**src/design/bmp_pkg.sv**
```systemverilog
package bmp_pkg;

   localparam int TABLE_DEPTH = 4096;
   localparam int AW          = $clog2(TABLE_DEPTH);
   localparam int MW          = 30;
   localparam int PW          = 2 * MW;
   localparam int CW          = $clog2(PW + 1);

   localparam logic [MW-1:0] MODULUS_RESET = MW'(998244353);

   localparam logic REQ_BUILD = 1'b0;
   localparam logic REQ_QUERY = 1'b1;

   typedef struct packed {
      logic          fact_we;
      logic          fact_re;
      logic [AW-1:0] fact_addr;
      logic          inv_we;
      logic          inv_re;
      logic [AW-1:0] inv_addr;
      logic [MW-1:0] wdata;
   } mem_req_type;

endpackage

```
**src/design/bmp_mulmod.sv**
```systemverilog
module bmp_mulmod
   import bmp_pkg::*;
(
   input  logic          clock,
   input  logic          reset,
   input  logic          start,
   input  logic [MW-1:0] op_a,
   input  logic [MW-1:0] op_b,
   input  logic [MW-1:0] modulus,
   output logic          done,
   output logic [MW-1:0] result
);

   logic [PW-1:0] prod_ff, prod_in;
   logic [MW-1:0] rem_ff, rem_in;
   logic [CW-1:0] cnt_ff, cnt_in;
   logic          done_ff, done_in;
   logic [MW:0]   trial;

   // restoring remainder of the product, one product bit a cycle
   always_comb begin
      trial   = {rem_ff, prod_ff[PW-1]};
      prod_in = prod_ff;
      rem_in  = rem_ff;
      cnt_in  = cnt_ff;
      done_in = 1'b0;
      if (start) begin
         prod_in = PW'(op_a) * PW'(op_b);
         rem_in  = '0;
         cnt_in  = CW'(PW);
      end else if (cnt_ff != '0) begin
         if (trial >= {1'b0, modulus}) begin
            trial = trial - {1'b0, modulus};
         end
         rem_in  = trial[MW-1:0];
         prod_in = {prod_ff[PW-2:0], 1'b0};
         cnt_in  = cnt_ff - CW'(1);
         done_in = (cnt_ff == CW'(1));
      end
   end

   always_ff @(posedge clock) begin
      if (reset) begin
         cnt_ff  <= '0;
         done_ff <= 1'b0;
      end else begin
         cnt_ff  <= cnt_in;
         done_ff <= done_in;
      end
      prod_ff <= prod_in;
      rem_ff  <= rem_in;
   end

   assign done   = done_ff;
   assign result = rem_ff;

endmodule

```
**config.mk**
```make
export PLATFORM = sky130hd
export DESIGN_NAME = bmp_mulmod
export DESIGN_NICKNAME = d
export VERILOG_FILES = /design/src/design/bmp_pkg.sv /design/src/design/bmp_mulmod.sv
export SDC_FILE = /design/constraint.sdc
export NUM_CORES = 2
export LEC_CHECK = 0
export BUFFER_PORTS_ARGS = -buffer_cell sky130_fd_sc_hd__buf_2
export CORE_MARGIN = 2
export CORE_UTILIZATION = 55
export CTS_CLUSTER_DIAMETER = 200
export DETAILED_ROUTE_END_ITERATION = 7
export GPL_TIMING_DRIVEN = 0
export HOLD_SLACK_MARGIN = 0.02
export PLACE_DENSITY = 0.76
export SETUP_SLACK_MARGIN = 0.5
export SYNTH_ARGS = -nofsm -noshare
export SYNTH_HDL_FRONTEND = slang
export SYNTH_SLANG_ARGS = --single-unit
```
**constraint.sdc**
```tcl
create_clock -name clock -period 8.2 [get_ports clock]
set_input_delay 1.23 -clock clock [delete_from_list [all_inputs] [get_ports clock]]
set_output_delay 1.23 -clock clock [all_outputs]
set_load 0.01 [all_outputs]
```
Yosys cells after proc, flatten, opt, wreduce, memory -nomap -nowiden
Index checks and enable logic that the tools add are counted.
- register bits after elaboration: 97
- output and inout port bits: 31
- $add $sub $neg: 2
- $mul: 1
- magnitude comparators: 1
- equality and inequality tests: 1
- multiplexer cells: 5
- bitwise operators: 1
- reductions and logical operators: 4
- operator list (operator ; number):
    $mux W60 ; 2
    $mul A30 B30 Y60 ; 1
    $ge A31 B30 Y1 ; 1
    $mux W30 ; 1
    $sub A30 B30 Y30 ; 1
    $mux W6 ; 2
    $eq A6 B1 Y1 const B ; 1
    $reduce_bool A6 Y1 ; 1
    $sub A6 B1 Y6 const B ; 1
    $reduce_or A3 Y1 ; 1
    $reduce_bool A2 Y1 ; 1
    $reduce_or A2 Y1 ; 1
    $not A1 Y1 ; 1

Depth between registers and ports, before layout
- depth after elaboration: 3
- depth in mapped cells: 29
- depth with buffers taken out: 27

Least setup slack after synthesis
No wires, ideal clock.
- kind: input to register
- start: input port op_a[16]
- end: register prod_ff[56] (data pin)
- arrival time: 7974 ps
- required time: 7934 ps
- setup slack: -39 ps
- cell stages on the path: 25
- path buffers: 2
- cell sequence: clkbuf_1 -> and2_1 -> fa_1 -> fa_1 -> inv_1 -> fa_1 -> fa_1 -> fa_1 -> inv_1 -> fa_1 -> fa_1 -> inv_1 -> fa_1 -> inv_1 -> ha_1 -> clkbuf_1 -> and4_1 -> and2_1 -> a221oi_1 -> o31a_1 -> o221ai_1 -> a21oi_1 -> o21ba_2 -> nor3_1 -> or3b_1
- word-level cells in the longest chain between the ends: 2
- ends and longest elaborated chain (item ; line ; RTL):
    start, declared ; bmp_mulmod.sv:7 ; input logic [MW-1:0] op_a,
    $mul A30 B30 Y60 ; bmp_mulmod.sv:28 ; prod_in = PW'(op_a) * PW'(op_b);
    $mux W60 ; bmp_mulmod.sv:27 ; if (start) begin
    via prod_in[56] ; bmp_mulmod.sv:14 ; logic [PW-1:0] prod_ff, prod_in;
    end signal, assigned ; bmp_mulmod.sv:50 ; prod_ff <= prod_in;
    end, declared ; bmp_mulmod.sv:14 ;
The timed path passes the listed nets, and every way through them passes these cells.
A chain may end at the register's enable or synchronous reset.

Worst setup path in the final report
- start: input port op_b[5]
- end: register prod_ff[59] (data pin)
- word-level cells in the longest chain between the ends: 2
- ends and longest elaborated chain (item ; line ; RTL):
    start, declared ; bmp_mulmod.sv:8 ; input logic [MW-1:0] op_b,
    $mul A30 B30 Y60 ; bmp_mulmod.sv:28 ;
    $mux W60 ; bmp_mulmod.sv:27 ;
    via prod_in[59] ; bmp_mulmod.sv:14 ;
The timed path passes the listed nets, and every way through them passes these cells.

==> flow_summary_export.csv <==
group,metric,value,unit
outcome,outcome,"complete, no violations",
floorplanning,core_area,0.0641,mm2
cells_and_area,area_growth,12.7,%
sta,slew-limit-headroom,9.81,%
synthesis,synth_top_family_by_area,"adder cells",
synthesis,synth.area.mux_share,1.78,%
cts,clock-root-buffer,"clkbuf_16",
global_route,grt_pass1_wl,175000,um
sta,setup_violations,0,
cells_and_area,nNetsFinal,5231,
sta,fin_setup_tns,0,ns
cts,cts.sinks,97,
route,drt_iter0_markers,2706,
synthesis,synth_edf_count,60,
floorplanning,io_pins,124,
cells_and_area,fin_cells,4941,
sta,tightest_slew,1.35,ns
synthesis,synth_fa_ha_area_share,53.9,%
place,place_inst,4864,
floorplanning,die_height,258,um
global_route,overflow,0,
floorplanning,rows,93,
worst_hold_path,hold_path_depth,2,
synthesis,synth_async_sr_flop_share,0,%
synthesis,synth_xor_area_share,1.95,%
sta,finalCriticalPeriod,8.18,ns
worst_setup_path,critPathArrivalTime,8.30,ns
synthesis,syn-num-nets,5099,
cells_and_area,postLayoutCoreUtil,62.4,%
synthesis,yosys_most_used_dff,"edfxtp_1",
synthesis,yosysWarningCount,0,
worst_setup_path,ff2ff_path_depth,12,
floorplanning,die_area,0.0666,mm2
global_route,grt_pass1_vias,29800,
route,dr_total_vias,28400,
place,dp_hpwl,92300,um
place,io_buffers,63,
place,dpl_cell_area,0.0373,mm2
worst_setup_path,critPathRequiredTime,8.31,ns
sta,fin_crit_sh,99.8,%
cts,clkTransAtPathRegs,0.07,ns
route,wl,114000,um
synthesis,ys_ff_latch,97,
sta,final_max_slew_viol_count,0,
synthesis,synth_compound_area_share,6.37,%
cts,clockBufferDepth,2,
synthesis,postSynthCellCount,3945,
worst_setup_path,end_kind,"register",
route,wl_per_cell,23.1,um
route,ant_nets,0,
cts,cts_tree,"built",
sta,grt_setup_unrepaired,"yes",
synthesis,synthesis.area,0.0355,mm2
route,drc,0,
sta,hold_viol_final,0,
worst_setup_path,cp-start-kind,"primary input",
worst_setup_path,path_max_fanout,10,
global_route,antenna_found_initial,5,
cells_and_area,layout_commonest_cell,"inv_1",
cells_and_area,postLayoutCellArea,0.0400,mm2
worst_setup_path,critical_path_class,"primary input to register",
cells_and_area,final_cell_mix,"inv_1, fa_1, and2_1",
sta,max_freq,0.122,GHz
place,place.gp.congestion,1.05,
run,max_cap_viol_count,0,
floorplanning,initial_core_util,55.4,%
route,dr.pass1.iters,6,
sta,finClkSkew,0.0163,ns
global_route,grt_max_degree,43,
cts,htree_levels,3,
cts,numCtsBuffers,9,
route,viasPerCell,5.75,
cells_and_area,fillCellCount,5279,
floorplanning,die_x,258,um
cells_and_area,drive_gt1_share,14.5,%
synthesis,synth-simple-area-share,17.2,%
cts,clock_latency,0.37,ns
global_route,grt.total_usage,35.0,%
synthesis,yosysSeqAreaShare,7.16,%
synthesis,synth_area_per_cell,9.00,um2
synthesis,synth_cell_type_count,69,
worst_hold_path,hp-class,"register to register",
logic make-up after synthesis:
kind of cell	count (synthesis)
AOI/OAI and AO/OA	348
xor gates and xnor gates	79
adders and majority gates	1061
buffers and inverters	1102
DFF	97
muxes	57
and+or+nand+nor	1201
state kept, by name, indices dropped and copies added (netlist names):
register,flops
prod_ff,60
result,30
cnt_ff,6
done,1
cells in the mapped netlist, drive strengths merged, types with 18 or more instances:
library cell / instances / area [um2]
nor2: 77 / 289
nand4: 27 / 169
nor3: 18 / 90.1
a21oi: 109 / 546
dfxtp: 37 / 741
ha: 280 / 3500
edfxtp: 60 / 1800
a211oi: 19 / 143
mux2: 49 / 552
inv: 865 / 3250
o21ai: 56 / 280
clkbuf: 228 / 856
a21o: 46 / 345
nand2: 472 / 1770
xor2: 25 / 219
nand3: 30 / 150
fa: 781 / 15600
xnor2: 54 / 473
and2: 520 / 3250
critical path: stages:
cell	delay, ns
buf_12	0.12
and2_4	0.16
fa_1	0.59
fa_2	0.48
fa_1	0.52
inv_2	0.04
fa_1	0.52
inv_2	0.04
fa_1	0.51
fa_2	0.46
fa_1	0.57
inv_2	0.05
fa_2	0.55
inv_2	0.05
ha_4	0.32
nand2_4	0.09
o21ai_4	0.19
a221oi_2	0.12
a2111oi_4	0.42
nor2_4	0.11
o31a_1	0.39
o41ai_2	0.36
mux2i_1	0.14
a211o_1	0.24
path summary, 6_finish.rpt:
check                         startpoint                      to  slack (ns)
hold / removal    result[1]$_SDFFE_PP0N_  result[1]$_SDFFE_PP0N_        0.52
setup / recovery                 op_b[5]   prod_ff[59]$_DFFE_PP_        0.02
hold reg to reg   result[1]$_SDFFE_PP0N_  result[1]$_SDFFE_PP0N_        0.52
setup reg to reg  result[5]$_SDFFE_PP0N_  result[4]$_SDFFE_PP0N_        4.53
per-layer routing:
metal  part of all wire (%)  GRT usage (%)
met5                  0.046              0
met3                     12           8.74
met2                     44           54.3
met1                     37           45.5
met4                    6.7           18.8
layout make-up:
| type | count | area, um2 | share of cell area, % |
|---|---|---|---|
| Sequential cell | 97 | 2540 | 6.35 |
| Buffer | 236 | 2110 | 5.27 |
| Inverter | 866 | 3250 | 8.12 |
| Clock buffer | 9 | 225 | 0.563 |
| Multi-Input combinational cell | 2746 | 29900 | 74.7 |
| Timing Repair Buffer | 121 | 822 | 2.05 |
| Clock inverter | 7 | 93.8 | 0.234 |
| Tap cell | 855 | 1070 | 2.67 |
| Antenna cell | 4 | 10.0 | 0.0250 |
what timing repair did:
item,4_1_cts,5_1_grt
gates resized for setup,409,247
gates cloned,1,0
endpoints found under the setup margin,39,35
hold buffers,0,0
buffers inserted,31,25
pin swaps,50,90
per-stage QoR:
| step | hold WS [ns] | worst slack (ns) |
|---|---|---|
| 3_3_place_gp | 0.493 | -1.03 |
| 6_report | 0.517 | 0.0177 |
| 5_1_grt | 0.531 | -0.150 |
| 3_5_place_dp | 0.497 | -1.07 |
| 2_1_floorplan | 0.473 | 0.254 |
| 4_1_cts | 0.511 | 0.0851 |
Power is not shown: default switching activity piles up to over one toggle a cycle in this logic, so the estimate is an artifact.
